[config.mk]
export PLATFORM = sky130hd
export DESIGN_NAME = ipc_rendezvous_engine
export DESIGN_NICKNAME = d
export VERILOG_FILES = /design/src/design/ire_pkg.sv /design/src/design/ire_ram.sv /design/src/design/ipc_rendezvous_engine.sv
export SDC_FILE = /design/constraint.sdc
export NUM_CORES = 2
export LEC_CHECK = 0
export BUFFER_PORTS_ARGS = -buffer_cell sky130_fd_sc_hd__buf_2
export CAP_MARGIN = 20
export CORE_UTILIZATION = 40
export DETAILED_ROUTE_END_ITERATION = 16
export SKIP_LAST_GASP = 1
export SYNTH_ARGS = -nofsm -noshare
export SYNTH_HDL_FRONTEND = slang
export SYNTH_HIERARCHICAL = 1
export SYNTH_SLANG_ARGS = --single-unit
[constraint.sdc]
create_clock -name clock -period 5.85 [get_ports clock]
set_clock_uncertainty 0.05 [all_clocks]
set_input_delay 0.585 -clock clock [delete_from_list [all_inputs] [get_ports clock]]
set_output_delay 0.585 -clock clock [all_outputs]
set_load 0.05 [all_outputs]
[src/design/ire_pkg.sv]
`timescale 1ns / 1ps
// Shared types and constants for the IPC rendezvous engine.
// No dependencies; used by ipc_rendezvous_engine and the testbench.
package ire_pkg;

   localparam int PID_W             = 6;
   localparam int MSG_W             = 32;
   localparam int DEF_PROCESS_COUNT = 32;
   localparam logic [PID_W-1:0] NONE_CODE = 6'd63;

   typedef enum logic [1:0] {
      REQ_SEND   = 2'd0,
      REQ_RECV   = 2'd1,
      REQ_NOTIFY = 2'd2,
      REQ_BAD    = 2'd3
   } req_kind_type;

   typedef enum logic [2:0] {
      OUT_DELIVERED = 3'd0,
      OUT_BLOCKED   = 3'd1,
      OUT_INTR      = 3'd2,
      OUT_FLAG      = 3'd3,
      OUT_DEADLOCK  = 3'd4,
      OUT_INVALID   = 3'd5
   } outcome_type;

   typedef enum logic [3:0] {
      S_IDLE,
      S_DECODE,
      S_CH_CHK,
      S_CH_WT,
      S_RS_WT,
      S_BLK_WR,
      S_AP_HWT,
      S_AP_CHK,
      S_AP_WT,
      S_RX_TGT_WT,
      S_RM_HWT,
      S_RM_CHK,
      S_RM_WT,
      S_RM_MSG
   } state_type;

endpackage

[src/design/ire_ram.sv]
`timescale 1ns / 1ps
// Generic single-write, single-read RAM with registered read data.
// No dependencies.
module ire_ram #(
   parameter int WIDTH = 8,
   parameter int DEPTH = 32,
   parameter int AW    = (DEPTH > 1) ? $clog2(DEPTH) : 1
) (
   input  logic             clock,
   input  logic             we,
   input  logic [AW-1:0]    waddr,
   input  logic [WIDTH-1:0] wdata,
   input  logic [AW-1:0]    raddr,
   output logic [WIDTH-1:0] rdata
);

   logic [WIDTH-1:0] mem [DEPTH];

   always_ff @(posedge clock) begin
      if (we) begin
         mem[waddr] <= wdata;
      end
      rdata <= mem[raddr];
   end

endmodule

[src/design/ipc_rendezvous_engine.sv]
`timescale 1ns / 1ps
// Top level of the IPC rendezvous engine: sequencer, per-process flags and tables.
// Depends on ire_pkg and ire_ram.
//
//  channel   ports                         handshake
//  request   req_type, req_caller_pid,     start & !busy accepts a beat
//            req_peer, req_message_payload
//  response  rsp_outcome .. rsp_wake_pid   rsp_strobe high for one cycle
//
// One request at a time; busy drops as its response is strobed.
// Invalid, notify and other requests settled in decode are strobed the cycle after.
// A send walks the target chain (a check and a wait state per hop) and then the
// target's queue in the same way; a receive walks its own queue. Every table
// lookup goes through one registered RAM read.
// Reset is synchronous and clears the flags at once; no clearing pass.
// The response cannot be stalled.
module ipc_rendezvous_engine #(
   parameter int PROCESS_COUNT = ire_pkg::DEF_PROCESS_COUNT
) (
   input  logic        clock,
   input  logic        reset,
   input  logic        start,
   output logic        busy,
   input  logic [1:0]  req_type,
   input  logic [4:0]  req_caller_pid,
   input  logic [5:0]  req_peer,
   input  logic [31:0] req_message_payload,
   output logic        rsp_strobe,
   output logic [2:0]  rsp_outcome,
   output logic [4:0]  rsp_deliver_pid,
   output logic [5:0]  rsp_message_source,
   output logic [31:0] rsp_delivered_payload,
   output logic        rsp_wake_valid,
   output logic [4:0]  rsp_wake_pid
);

   localparam int PW = ire_pkg::PID_W;
   localparam int MW = ire_pkg::MSG_W;
   localparam int AW = (PROCESS_COUNT > 1) ? $clog2(PROCESS_COUNT) : 1;
   localparam int SW = $clog2(PROCESS_COUNT + 1);
   localparam logic [PW-1:0] ANY_CODE  = PW'(PROCESS_COUNT);
   localparam logic [PW-1:0] INTR_CODE = PW'(PROCESS_COUNT + 1);
   localparam logic [SW-1:0] STEP_MAX  = SW'(PROCESS_COUNT);

   ire_pkg::state_type     state_ff, state_in;
   ire_pkg::req_kind_type  req_ff;
   logic [PW-1:0]          caller_ff, peer_ff;
   logic [MW-1:0]          pay_ff;
   logic [PW-1:0]          cur_ff, cur_in, prev_ff, prev_in, sel_ff, sel_in;
   logic                   pv_ff, pv_in;
   logic [SW-1:0]          step_ff, step_in;
   logic [PROCESS_COUNT-1:0] smark_ff, smark_in, rmark_ff, rmark_in;
   logic [PROCESS_COUNT-1:0] pend_ff, pend_in, hval_ff, hval_in;

   logic                   fin;
   ire_pkg::outcome_type   fo;
   logic [4:0]             fd, fwp;
   logic [PW-1:0]          fs;
   logic [MW-1:0]          fp;
   logic                   fwv;

   logic                   strobe_ff;
   ire_pkg::outcome_type   out_ff;
   logic [4:0]             dpid_ff, wpid_ff;
   logic [PW-1:0]          src_ff;
   logic [MW-1:0]          opay_ff;
   logic                   wv_ff;

   // table ports: send target, receive source, queue head, queue link, held word
   logic          t_we, r_we, h_we, n_we, m_we;
   logic [AW-1:0] t_wa, r_wa, h_wa, n_wa, m_wa, t_ra, r_ra, h_ra, n_ra, m_ra;
   logic [PW-1:0] t_wd, r_wd, h_wd, n_wd, t_rd, r_rd, h_rd, n_rd;
   logic [MW-1:0] m_wd, m_rd;

   ire_ram #(.WIDTH(PW), .DEPTH(PROCESS_COUNT)) u_target (
      .clock(clock), .we(t_we), .waddr(t_wa), .wdata(t_wd), .raddr(t_ra), .rdata(t_rd));
   ire_ram #(.WIDTH(PW), .DEPTH(PROCESS_COUNT)) u_rsrc (
      .clock(clock), .we(r_we), .waddr(r_wa), .wdata(r_wd), .raddr(r_ra), .rdata(r_rd));
   ire_ram #(.WIDTH(PW), .DEPTH(PROCESS_COUNT)) u_head (
      .clock(clock), .we(h_we), .waddr(h_wa), .wdata(h_wd), .raddr(h_ra), .rdata(h_rd));
   ire_ram #(.WIDTH(PW), .DEPTH(PROCESS_COUNT)) u_next (
      .clock(clock), .we(n_we), .waddr(n_wa), .wdata(n_wd), .raddr(n_ra), .rdata(n_rd));
   ire_ram #(.WIDTH(MW), .DEPTH(PROCESS_COUNT)) u_held (
      .clock(clock), .we(m_we), .waddr(m_wa), .wdata(m_wd), .raddr(m_ra), .rdata(m_rd));

   logic [AW-1:0] cidx, pidx, curidx, previdx, selidx;
   logic c_proc, p_proc, cur_proc, steps_done;
   logic smark_c, rmark_c, pend_c, hval_c, smark_p, rmark_p, hval_p, smark_cur;
   logic dec_inv, dec_flag, dec_ok, dec_send, dec_intr, rx;
   logic dec_rx_any, dec_rx_proc, dec_rx_blk;
   logic ch_stop, ch_dead, rs_hit, ap_end, tg_hit, rm_stop, rm_hit;

   assign cidx    = caller_ff[AW-1:0];
   assign pidx    = peer_ff[AW-1:0];
   assign curidx  = cur_ff[AW-1:0];
   assign previdx = prev_ff[AW-1:0];
   assign selidx  = sel_ff[AW-1:0];

   assign c_proc   = caller_ff < ANY_CODE;
   assign p_proc   = peer_ff < ANY_CODE;
   assign cur_proc = cur_ff < ANY_CODE;
   assign steps_done = step_ff == STEP_MAX;

   assign smark_c   = c_proc ? smark_ff[cidx] : 1'b0;
   assign rmark_c   = c_proc ? rmark_ff[cidx] : 1'b0;
   assign pend_c    = c_proc ? pend_ff[cidx] : 1'b0;
   assign hval_c    = c_proc ? hval_ff[cidx] : 1'b0;
   assign smark_p   = p_proc ? smark_ff[pidx] : 1'b0;
   assign rmark_p   = p_proc ? rmark_ff[pidx] : 1'b0;
   assign hval_p    = p_proc ? hval_ff[pidx] : 1'b0;
   assign smark_cur = cur_proc ? smark_ff[curidx] : 1'b0;

   assign dec_inv  = (req_ff == ire_pkg::REQ_BAD) || !c_proc ||
                     ((req_ff != ire_pkg::REQ_NOTIFY) &&
                      (smark_c || rmark_c || peer_ff == caller_ff ||
                       (req_ff == ire_pkg::REQ_SEND && !p_proc) ||
                       (req_ff == ire_pkg::REQ_RECV && peer_ff > INTR_CODE)));
   assign dec_flag = !dec_inv && req_ff == ire_pkg::REQ_NOTIFY;
   assign dec_ok   = !dec_inv && req_ff != ire_pkg::REQ_NOTIFY;
   assign dec_send = dec_ok && req_ff == ire_pkg::REQ_SEND;
   assign dec_intr = dec_ok && req_ff == ire_pkg::REQ_RECV && pend_c &&
                     (peer_ff == ANY_CODE || peer_ff == INTR_CODE);
   assign rx          = dec_ok && req_ff == ire_pkg::REQ_RECV && !dec_intr;
   assign dec_rx_any  = rx && peer_ff == ANY_CODE && hval_c;
   assign dec_rx_proc = rx && p_proc && smark_p;
   assign dec_rx_blk  = rx && !dec_rx_any && !dec_rx_proc;

   assign ch_stop = steps_done || !cur_proc || !smark_cur;
   assign ch_dead = t_rd == caller_ff;
   assign rs_hit  = rmark_p && (r_rd == caller_ff || r_rd == ANY_CODE);
   assign ap_end  = n_rd >= ANY_CODE;
   assign tg_hit  = t_rd == caller_ff && hval_c;
   assign rm_stop = steps_done || !cur_proc;
   assign rm_hit  = cur_ff == sel_ff;

   // next state
   always_comb begin
      state_in = state_ff;
      case (state_ff)
         ire_pkg::S_IDLE: begin
            if (start) state_in = ire_pkg::S_DECODE;
         end
         ire_pkg::S_DECODE: begin
            if (dec_send) state_in = ire_pkg::S_CH_CHK;
            else if (dec_rx_any) state_in = ire_pkg::S_RM_HWT;
            else if (dec_rx_proc) state_in = ire_pkg::S_RX_TGT_WT;
            else state_in = ire_pkg::S_IDLE;
         end
         ire_pkg::S_CH_CHK: begin
            state_in = ch_stop ? ire_pkg::S_RS_WT : ire_pkg::S_CH_WT;
         end
         ire_pkg::S_CH_WT: begin
            state_in = ch_dead ? ire_pkg::S_IDLE : ire_pkg::S_CH_CHK;
         end
         ire_pkg::S_RS_WT: begin
            state_in = rs_hit ? ire_pkg::S_IDLE : ire_pkg::S_BLK_WR;
         end
         ire_pkg::S_BLK_WR: begin
            state_in = hval_p ? ire_pkg::S_AP_HWT : ire_pkg::S_IDLE;
         end
         ire_pkg::S_AP_HWT: state_in = ire_pkg::S_AP_CHK;
         ire_pkg::S_AP_CHK: begin
            state_in = steps_done ? ire_pkg::S_IDLE : ire_pkg::S_AP_WT;
         end
         ire_pkg::S_AP_WT: begin
            state_in = ap_end ? ire_pkg::S_IDLE : ire_pkg::S_AP_CHK;
         end
         ire_pkg::S_RX_TGT_WT: begin
            state_in = tg_hit ? ire_pkg::S_RM_HWT : ire_pkg::S_IDLE;
         end
         ire_pkg::S_RM_HWT: state_in = ire_pkg::S_RM_CHK;
         ire_pkg::S_RM_CHK: begin
            state_in = rm_stop ? ire_pkg::S_IDLE : ire_pkg::S_RM_WT;
         end
         ire_pkg::S_RM_WT: begin
            state_in = rm_hit ? ire_pkg::S_RM_MSG : ire_pkg::S_RM_CHK;
         end
         ire_pkg::S_RM_MSG: state_in = ire_pkg::S_IDLE;
         default: state_in = ire_pkg::S_IDLE;
      endcase
   end

   // datapath and outputs
   always_comb begin
      logic blk_rx;
      blk_rx   = 1'b0;
      cur_in   = cur_ff;
      prev_in  = prev_ff;
      pv_in    = pv_ff;
      sel_in   = sel_ff;
      step_in  = step_ff;
      smark_in = smark_ff;
      rmark_in = rmark_ff;
      pend_in  = pend_ff;
      hval_in  = hval_ff;
      fin = 1'b0;
      fo  = ire_pkg::OUT_INVALID;
      fd  = '0;
      fs  = '0;
      fp  = '0;
      fwv = 1'b0;
      fwp = '0;
      t_we = 1'b0; t_wa = cidx; t_wd = peer_ff; t_ra = curidx;
      r_we = 1'b0; r_wa = cidx; r_wd = peer_ff; r_ra = pidx;
      h_we = 1'b0; h_wa = pidx; h_wd = caller_ff; h_ra = pidx;
      n_we = 1'b0; n_wa = curidx; n_wd = caller_ff; n_ra = curidx;
      m_we = 1'b0; m_wa = cidx; m_wd = pay_ff; m_ra = selidx;
      case (state_ff)
         ire_pkg::S_DECODE: begin
            sel_in  = peer_ff;
            cur_in  = peer_ff;
            step_in = '0;
            if (dec_inv) begin
               fin = 1'b1;
            end else if (dec_flag) begin
               pend_in[cidx] = 1'b1;
               fin = 1'b1;
               fo  = ire_pkg::OUT_FLAG;
            end else if (dec_intr) begin
               pend_in[cidx] = 1'b0;
               fin = 1'b1;
               fo  = ire_pkg::OUT_INTR;
               fd  = caller_ff[4:0];
               fs  = INTR_CODE;
            end else if (dec_rx_any) begin
               h_ra = cidx;
            end else if (dec_rx_proc) begin
               t_ra = pidx;
            end else if (dec_rx_blk) begin
               blk_rx = 1'b1;
            end
         end
         ire_pkg::S_CH_CHK: begin
            t_ra = curidx;
            r_ra = pidx;
         end
         ire_pkg::S_CH_WT: begin
            if (ch_dead) begin
               fin = 1'b1;
               fo  = ire_pkg::OUT_DEADLOCK;
            end else begin
               cur_in  = t_rd;
               step_in = step_ff + 1'b1;
            end
         end
         ire_pkg::S_RS_WT: begin
            if (rs_hit) begin
               rmark_in[pidx] = 1'b0;
               fin = 1'b1;
               fo  = ire_pkg::OUT_DELIVERED;
               fd  = peer_ff[4:0];
               fs  = caller_ff;
               fp  = pay_ff;
               fwv = 1'b1;
               fwp = peer_ff[4:0];
            end
         end
         ire_pkg::S_BLK_WR: begin
            smark_in[cidx] = 1'b1;
            t_we = 1'b1;
            m_we = 1'b1;
            n_we = 1'b1;
            n_wa = cidx;
            n_wd = ire_pkg::NONE_CODE;
            h_ra = pidx;
            if (!hval_p) begin
               h_we = 1'b1;
               hval_in[pidx] = 1'b1;
               fin = 1'b1;
               fo  = ire_pkg::OUT_BLOCKED;
            end
         end
         ire_pkg::S_AP_HWT: begin
            cur_in  = h_rd;
            step_in = '0;
         end
         ire_pkg::S_AP_CHK: begin
            n_ra = curidx;
            if (steps_done) begin
               n_we = 1'b1;
               fin  = 1'b1;
               fo   = ire_pkg::OUT_BLOCKED;
            end
         end
         ire_pkg::S_AP_WT: begin
            if (ap_end) begin
               n_we = 1'b1;
               fin  = 1'b1;
               fo   = ire_pkg::OUT_BLOCKED;
            end else begin
               cur_in  = n_rd;
               step_in = step_ff + 1'b1;
            end
         end
         ire_pkg::S_RX_TGT_WT: begin
            h_ra = cidx;
            if (!tg_hit) blk_rx = 1'b1;
         end
         ire_pkg::S_RM_HWT: begin
            cur_in  = h_rd;
            pv_in   = 1'b0;
            step_in = '0;
            if (peer_ff == ANY_CODE) sel_in = h_rd;
         end
         ire_pkg::S_RM_CHK: begin
            n_ra = curidx;
            if (rm_stop) blk_rx = 1'b1;
         end
         ire_pkg::S_RM_WT: begin
            m_ra = selidx;
            if (rm_hit) begin
               // unlink the found sender
               if (pv_ff) begin
                  n_we = 1'b1;
                  n_wa = previdx;
                  n_wd = n_rd;
               end else begin
                  h_we = 1'b1;
                  h_wa = cidx;
                  h_wd = n_rd;
                  hval_in[cidx] = n_rd < ANY_CODE;
               end
            end else begin
               prev_in = cur_ff;
               pv_in   = 1'b1;
               cur_in  = n_rd;
               step_in = step_ff + 1'b1;
            end
         end
         ire_pkg::S_RM_MSG: begin
            smark_in[selidx] = 1'b0;
            fin = 1'b1;
            fo  = ire_pkg::OUT_DELIVERED;
            fd  = caller_ff[4:0];
            fs  = sel_ff;
            fp  = m_rd;
            fwv = 1'b1;
            fwp = sel_ff[4:0];
         end
         default: begin
         end
      endcase
      if (blk_rx) begin
         rmark_in[cidx] = 1'b1;
         r_we = 1'b1;
         r_wa = cidx;
         r_wd = peer_ff;
         fin  = 1'b1;
         fo   = ire_pkg::OUT_BLOCKED;
      end
   end

   always_ff @(posedge clock) begin
      if (reset) begin
         state_ff  <= ire_pkg::S_IDLE;
         smark_ff  <= '0;
         rmark_ff  <= '0;
         pend_ff   <= '0;
         hval_ff   <= '0;
         strobe_ff <= 1'b0;
      end else begin
         state_ff  <= state_in;
         smark_ff  <= smark_in;
         rmark_ff  <= rmark_in;
         pend_ff   <= pend_in;
         hval_ff   <= hval_in;
         strobe_ff <= fin;
      end
   end

   always_ff @(posedge clock) begin
      if (state_ff == ire_pkg::S_IDLE && start) begin
         req_ff    <= ire_pkg::req_kind_type'(req_type);
         caller_ff <= {1'b0, req_caller_pid};
         peer_ff   <= req_peer;
         pay_ff    <= req_message_payload;
      end
      cur_ff  <= cur_in;
      prev_ff <= prev_in;
      pv_ff   <= pv_in;
      sel_ff  <= sel_in;
      step_ff <= step_in;
      if (fin) begin
         out_ff  <= fo;
         dpid_ff <= fd;
         src_ff  <= fs;
         opay_ff <= fp;
         wv_ff   <= fwv;
         wpid_ff <= fwp;
      end
   end

   assign busy                  = state_ff != ire_pkg::S_IDLE;
   assign rsp_strobe            = strobe_ff;
   assign rsp_outcome           = out_ff;
   assign rsp_deliver_pid       = dpid_ff;
   assign rsp_message_source    = src_ff;
   assign rsp_delivered_payload = opay_ff;
   assign rsp_wake_valid        = wv_ff;
   assign rsp_wake_pid          = wpid_ff;

endmodule

# --- Yosys cells after proc, flatten, opt, wreduce, memory -nomap -nowiden ---
# Memory sizes are Yosys's and may differ from the RTL's. A register that Yosys moved wholly into a read port is not among the register bits.
# Cells that the tools add are included.
classes:
  eq_ne: 33
  n_bitwise: 12
  order_cmp: 13
  shift: 0
  muxes: 148
  n_div: 0
  add_sub_neg: 1
  mul: 0
  n_reduce_logical: 59
ops:
  columns: ["op", "n"]
  rows:
  - ["$mux W32", 9]
  - ["$pmux W32 S2", 3]
  - ["$or A32 B32 Y32", 4]
  - ["$mux W5", 20]
  - ["$and A32 B32 Y32", 3]
  - ["$not A32 Y32", 3]
  - ["$mux W6", 15]
  - ["$mux W1", 52]
  - ["$pmux W4 S13", 1]
  - ["$bmux W1 S5", 8]
  - ["$mux W3", 12]
  - ["$bwmux W32", 1]
  - ["$lt A5 B6 Y1 const B", 5]
  - ["$pmux W5 S2", 3]
  - ["$pmux W6 S5", 1]
  - ["$mux W4", 7]
  - ["$eq A4 B4 Y1 const B", 6]
  - ["$eq A6 B6 Y1 const B", 4]
  - ["$pmux W6 S2", 2]
  - ["$pmux W6 S4", 1]
  - ["$logic_and A1 B1 Y1", 22]
  - ["$pmux W3 S7", 1]
  - ["$eq A6 B5 Y1", 3]
  - ["$lt A6 B6 Y1 const B", 3]
  - ["other kinds (32)", 77]
word_totals:
  mem_bits_ro: 0
  word_cells: 292
  n_memories: 5
  latch_bits: 0
  ff_bits: 254
  mem_bits_rw: 1792
  in_bits: 48
memory_table:
  columns: ["name", "words", "word_bits", "read_ports", "rd_clocked_by_memory_dff", "write_ports", "line", "text"]
  rows:
  - ["u_held.mem", 32, 32, 1, 1, 1, "ire_ram.sv:17", "logic [WIDTH-1:0] mem [DEPTH];"]
  - ["u_head.mem", 32, 6, 1, 1, 1, "ire_ram.sv:17", null]
  - ["u_next.mem", 32, 6, 1, 1, 1, "ire_ram.sv:17", null]
  - ["u_rsrc.mem", 32, 6, 1, 1, 1, "ire_ram.sv:17", null]
  - ["u_target.mem", 32, 6, 1, 1, 1, "ire_ram.sv:17", null]

# --- Longest topological paths before layout ---
depth:
  word_depth: 31
  depth_mapped: 15
  depth_no_buf: 10

# --- Hierarchy ---
# Netlist, hierarchy kept.
by_module_without_submodules:
  columns: ["mod", "instances", "area_per_inst_um2", "cells_each", "seq_area_each_um2"]
  rows:
  - ["ire_ram (u_held)", 1, 40492.6, 2260, 31390.1]
  - ["ire_ram (u_head ...)", 4, 7589.8, 323, 5885.6]
  - ["ipc_rendezvous_engine", 1, 14283.7, 1477, 6296.0]

# --- Worst setup path after synthesis ---
# No wires, ideal clock.
synth_path:
  kind: "register -> register"
  start: "reg peer_ff[0]"
  end: "reg dpid_ff[0] (netlist: rsp_deliver_pid[0]), enable pin"
  arrival_time_ps: 4216
  period_less_slack_ps: 5009
  path_buffers: 2
  required_ps: 5057
  path_slack_ps: 841
  path_stages_with_launch: 10
  path_cell_list: "edfxtp_1 -> buf_6 -> buf_6 -> mux4_2 -> a32oi_1 -> and4_1 -> nor4_4 -> or2_2 -> nor3_1 -> nand3_1"
synth_between:
  elab_chain_cells: 27
  word_cells_on_any_way: 54
  classes_between: "order compare: 2; eq/ne: 3; mux: 23; reduce/logical: 26"
synth_lines:
  columns: ["element", "line", "text"]
  rows:
  - ["from (decl)", "ipc_rendezvous_engine.sv:47", "logic [PW-1:0] caller_ff, peer_ff;"]
  - ["from (signal assigned)", "ipc_rendezvous_engine.sv:375", "peer_ff <= req_peer;"]
  - ["$lt A6 B6 Y1", "ipc_rendezvous_engine.sv:100", "assign p_proc = peer_ff < ANY_CODE;"]
  - ["$logic_not A1 Y1", "ipc_rendezvous_engine.sv:116", "(req_ff == ire_pkg::REQ_SEND && !p_proc) ||"]
  - ["$logic_and A1 B1 Y1", "ipc_rendezvous_engine.sv:116", null]
  - ["$logic_or A1 B1 Y1", "ipc_rendezvous_engine.sv:115", "(smark_c || rmark_c || peer_ff == caller_ff ||"]
  - ["$logic_or A1 B1 Y1", "ipc_rendezvous_engine.sv:116", null]
  - ["$logic_and A1 B1 Y1", "ipc_rendezvous_engine.sv:114", "((req_ff != ire_pkg::REQ_NOTIFY) &&"]
  - ["$logic_or A1 B1 Y1", "ipc_rendezvous_engine.sv:113", "assign dec_inv = (req_ff == ire_pkg::REQ_BAD) || !c_proc ||"]
  - ["$logic_not A1 Y1", "ipc_rendezvous_engine.sv:118, ipc_rendezvous_engine.sv:119", null]
  - ["[... 12 more ...]", null, null]
  - ["$mux W1", "ipc_rendezvous_engine.sv:227", "end else if (dec_rx_proc) begin"]
  - ["$mux W1", "ipc_rendezvous_engine.sv:225", "end else if (dec_rx_any) begin"]
  - ["$mux W1", "ipc_rendezvous_engine.sv:219", "end else if (dec_intr) begin"]
  - ["$mux W1", "ipc_rendezvous_engine.sv:215", "end else if (dec_flag) begin"]
  - ["$mux W1", "ipc_rendezvous_engine.sv:213", "if (dec_inv) begin"]
  - ["$pmux W1 S3", "ipc_rendezvous_engine.sv:208", "case (state_ff)"]
  - ["$mux W1 (*)", "ipc_rendezvous_engine.sv:343", "if (blk_rx) begin"]
  - ["named net fin", "ipc_rendezvous_engine.sv:55", "logic fin;"]
  - ["to (signal assigned)", "ipc_rendezvous_engine.sv:385", "dpid_ff <= fd;"]
  - ["to (decl)", "ipc_rendezvous_engine.sv:64", "logic [4:0] dpid_ff, wpid_ff;"]
# Mark *: on every way through the listed nets, which the timed path passes. The rest lies on a longest branch. The select of a mux whose other input is x is not followed.
# A chain may end at the register's enable or synchronous reset.

# --- Worst setup path in the final report ---
layout_path:
  start: "reg caller_ff[2]"
  end: "reg u_head.rdata[5], read port of u_head.mem"
layout_between:
  elab_chain_cells: 23
  word_cells_on_any_way: 37
  classes_between: "order compare: 1; eq/ne: 1; mux: 17; reduce/logical: 18"
layout_lines:
  columns: ["element", "line", "text"]
  rows:
  - ["from (decl)", "ipc_rendezvous_engine.sv:47", null]
  - ["from (signal assigned)", "ipc_rendezvous_engine.sv:374", "caller_ff <= {1'b0, req_caller_pid};"]
  - ["$bmux W1 S5 (on tied branches)", "ipc_rendezvous_engine.sv:104, ipc_rendezvous_engine.sv:105", null]
  - ["$mux W1 (on tied branches) (2 in a row)", "ipc_rendezvous_engine.sv:104, ipc_rendezvous_engine.sv:105", null]
  - ["$logic_or A1 B1 Y1 (3 in a row)", "ipc_rendezvous_engine.sv:115", null]
  - ["$logic_or A1 B1 Y1", "ipc_rendezvous_engine.sv:116", null]
  - ["$logic_and A1 B1 Y1", "ipc_rendezvous_engine.sv:114", null]
  - ["$logic_or A1 B1 Y1", "ipc_rendezvous_engine.sv:113", null]
  - ["$logic_not A1 Y1", "ipc_rendezvous_engine.sv:118, ipc_rendezvous_engine.sv:119", null]
  - ["$logic_and A1 B1 Y1", "ipc_rendezvous_engine.sv:119", "assign dec_ok = !dec_inv && req_ff != ire_pkg::REQ_NOTIFY;"]
  - ["[... 4 more ...]", null, null]
  - ["$logic_and A1 B1 Y1", "ipc_rendezvous_engine.sv:123", "assign rx = dec_ok && req_ff == ire_pkg::REQ_RECV && !dec_intr;"]
  - ["$logic_and A1 B1 Y1 (2 in a row)", "ipc_rendezvous_engine.sv:124", "assign dec_rx_any = rx && peer_ff == ANY_CODE && hval_c;"]
  - ["$mux W5", "ipc_rendezvous_engine.sv:225", null]
  - ["$mux W5", "ipc_rendezvous_engine.sv:219", null]
  - ["$mux W5", "ipc_rendezvous_engine.sv:215", null]
  - ["$mux W5 (*)", "ipc_rendezvous_engine.sv:213", null]
  - ["$pmux W5 S2 (*)", "ipc_rendezvous_engine.sv:208", null]
  - ["named net h_ra[0]", "ipc_rendezvous_engine.sv:71", "logic [AW-1:0] t_wa, r_wa, h_wa, n_wa, m_wa, t_ra, r_ra, h_ra, n_ra, m_ra;"]
  - ["to (decl)", "ire_ram.sv:14", "output logic [WIDTH-1:0] rdata"]
# Marked as above.

==> flow_summary.ini <==
[grt]
grt_pass1_wl_um = 329000
grt_remaining_overflow = 0
grt_max_degree = 125
grt_pass1_vias = 46000
antenna_found_initial = 10
grt.total_usage_pct = 20.8

[routing]
drc = 0
drt-pass1-iter-count = 5
ant_nets = 0
drt_iter0_markers = 4814
wl_per_cell_um = 27.6
routed_wl_um = 227000
vias_per_cell = 5.71
routed-via-count = 46900

[clocking]
clock_latency_ns = 0.87
cts_sinks = 2102
cts_root_buffer = clkbuf_16
cts_inserted_buffers = 213
htreeDepth = 4
tritoncts = yes
clkTransAtPathRegs_ns = 0.06
cts.path.max_buffers = 3

[floorplanning]
die_area_sq_um = 215000
start_util_pct = 40.4
io_pins = 102
core_sq_um = 211000
die_h_um = 463
rows = 168
die_w_um = 463

[synth]
synth_cell_type_count = 79
synthTopCellsByCount = edfxtp_1 (1913), mux2i_1 (597), nor2_1 (317), mux4_2 (268), nand2_1 (214)
synth.top_cell.area_share_pct = 67.5
yosys_most_used_dff = edfxtp_1
yosys-top-cells-area = edfxtp_1 (67%), mux4_2 (7.1%), mux2i_1 (7.0%)
synthAdderAreaFrac_pct = 0.0294
yosys.area_share.simple_pct = 5.52
postSynthCellCount = 5029
synth_compound_area_share_pct = 5.61
syn-cell-area_sq_um = 85100
synthMuxAreaShare_pct = 14.6
synth_warnings = 6
yosysSeqAreaShare_pct = 71.9
synthXorXnorAreaFrac_pct = 0.226
ys_seq_elements = 2102
post-synth-top-count-cell = edfxtp_1
async_reset_ff_share_pct = 0
synth_top_family_by_area = multiplexers
synth_edf_count = 1913
yosysTopAreaCell = edfxtp_1
avgSynthCellArea_sq_um = 16.9
synth_nets = 5079

[pwr]
irDropWorstVdd_mv = 0.317
p_leak_nw = 32.0
powerDensity_nw_per_um2 = 331
power_w = 0.0321

[finish]
synthToLayoutAreaGrowth_pct = 13.8
fin_area_sq_um = 96900
nFillCells = 18000
drive_above_1_share_pct = 17.9
seq_area_sq_um = 61200
fin_nets = 5279
multiInputGateArea_sq_um = 22500

[sta]
fmax_ghz = 0.182
hold_viol = 0
period_minus_slack_ns = 5.49
setup_viol = 0
max_slew.worst_pin.slew_ns = 1.17
finalSetupTns_ns = 0
finalCritPeriodShare_pct = 93.8
rsz0062_at_grt = no
slew_headroom_pct = 21.8
slew_viol_final = 0

[place]
io_buffers = 101
hpwl_um = 136000
gp_congestion = 0.934
place_area_sq_um = 89100

[job]
maxCapViolations = 0

[setup_path]
cp.arrival_ns = 6.19
required_ns = 6.55
path_class = register to register
critPathMaxFanout = 24
reg2reg_slack_ns = 0.36
reg2reg_depth = 12
start_kind = register
cp-end-kind = register

[outcome]
outcome = completed

[hold_path]
worstHoldPathCells = 2
min_path_type = input pin to register
-- critical path: stages, from the launching register on --
cell      delay [ns]
edfxtp_1        0.95
buf_4           0.30
nand3_1         0.33
o22ai_1         0.34
o22ai_1         0.17
a31oi_1         0.49
a41oi_1         0.21
nor3_2          0.44
mux2_4          0.46
buf_12          0.26
mux4_2          0.53
mux4_2          0.52
mux2_2          0.30
-- metrics by stage --
| stage | hold WS [ns] | worst slack, ns | util, % | instances |
|---|---|---|---|---|
| global placement | 0.453 | 0.316 | 42.3 | 7763 |
| detailed placement | 0.460 | 0.195 | 42.3 | 7763 |
| global route | 0.212 | 0.225 | 46.0 | 8223 |
| floorplan | 0.411 | 0.841 | - | 5029 |
| finish | 0.228 | 0.361 | 46.0 | 8223 |
| CTS | 0.145 | 0.182 | 45.9 | 8210 |
-- area by class of cell --
class | instances | share of cell area, %
Multi-Input combinational cell | 2600 | 23.2
Tap cell | 2805 | 3.62
Clock inverter | 107 | 1.26
Clock buffer | 295 | 6.07
Antenna cell | 2 | 0.00517
Timing Repair Buffer | 295 | 2.54
Sequential cell | 2102 | 63.2
Inverter | 17 | 0.0659
-- kinds of logic after synthesis --
| group | Yosys count |
|---|---|
| fa+ha+maj | 2 |
| xor+xnor | 22 |
| simple gates | 977 |
| mux | 905 |
| compound gates | 694 |
| flops | 2102 |
| buf+inv | 327 |
-- state kept, by name, summed over array words and instances, names as in the netlist, 32 cells and up, named ones only --
name,cells
smark_ff,32
rsp_delivered_payload,32
u_next/mem,192
hval_ff,32
u_target/mem,192
m_wd,32
u_held/rdata,32
rmark_ff,32
u_head/mem,192
u_held/mem,1024
u_rsrc/mem,192
-- worst paths after layout --
| check | startpoint | to |
|---|---|---|
| max reg2reg | caller_ff[2] | u_head/rdata[5] |
| min | start | m_wd[1] |
| min reg2reg | hval_ff[7] | hval_ff[7] |
| max | caller_ff[2] | u_head/rdata[5] |
-- timing repair --
item / 4_1_cts / 5_1_grt
gates resized for setup: 0 / 0
hold endpoints to repair: 45 / 0
setup buffers: 0 / 0
hold buffers: 45 / 0
-- layer usage --
| metal | track usage (%) | up-vias | share of wire, % | wire (um) |
|---|---|---|---|---|
| li1 | - | 20400 | - | - |
| met1 | 28.9 | 24600 | 43 | 97600 |
| met2 | 33.6 | 1604 | 48 | 109000 |
| met3 | 2.75 | 353 | 5.6 | 12700 |
| met4 | 7.11 | 10 | 3.2 | 7220 |
| met5 | 0 | - | 0.026 | 58 |
-- where the power goes --
part	internal (W)	switching [W]
logic	0.000623	0.00108
registers	0.0165	0.000210
clock network	0.00783	0.00584
-- placed cells by master, fill, tap and decap left out, types with 8 or more instances in the layout --
cell type	count
clkbuf_8	20
nor2b_1	72
edfxtp_1	1913
bufinv_16	17
clkbuf_1	60
clkinv_1	33
buf_2	101
nand2b_1	42
o21ai_0	145
a21oi_1	138
nand3_1	124
nor2_4	34
o22ai_1	23
xor2_1	8
o31ai_2	14
mux4_2	268
nor2_1	283
clkbuf_16	215
xnor2_1	14
or3_1	15
dlygate4sd3_1	45
buf_4	120
clkinv_2	27
mux2_2	37
nand2_1	213
or3b_2	20
a22oi_1	104
nand3b_1	36
a31oi_1	36
o31ai_1	50
mux2i_1	597
dfxtp_1	189
clkinvlp_4	11
nor3_1	83
a22o_1	116
buf_12	21
inv_1	13
Power figures use the tool's default switching activity.
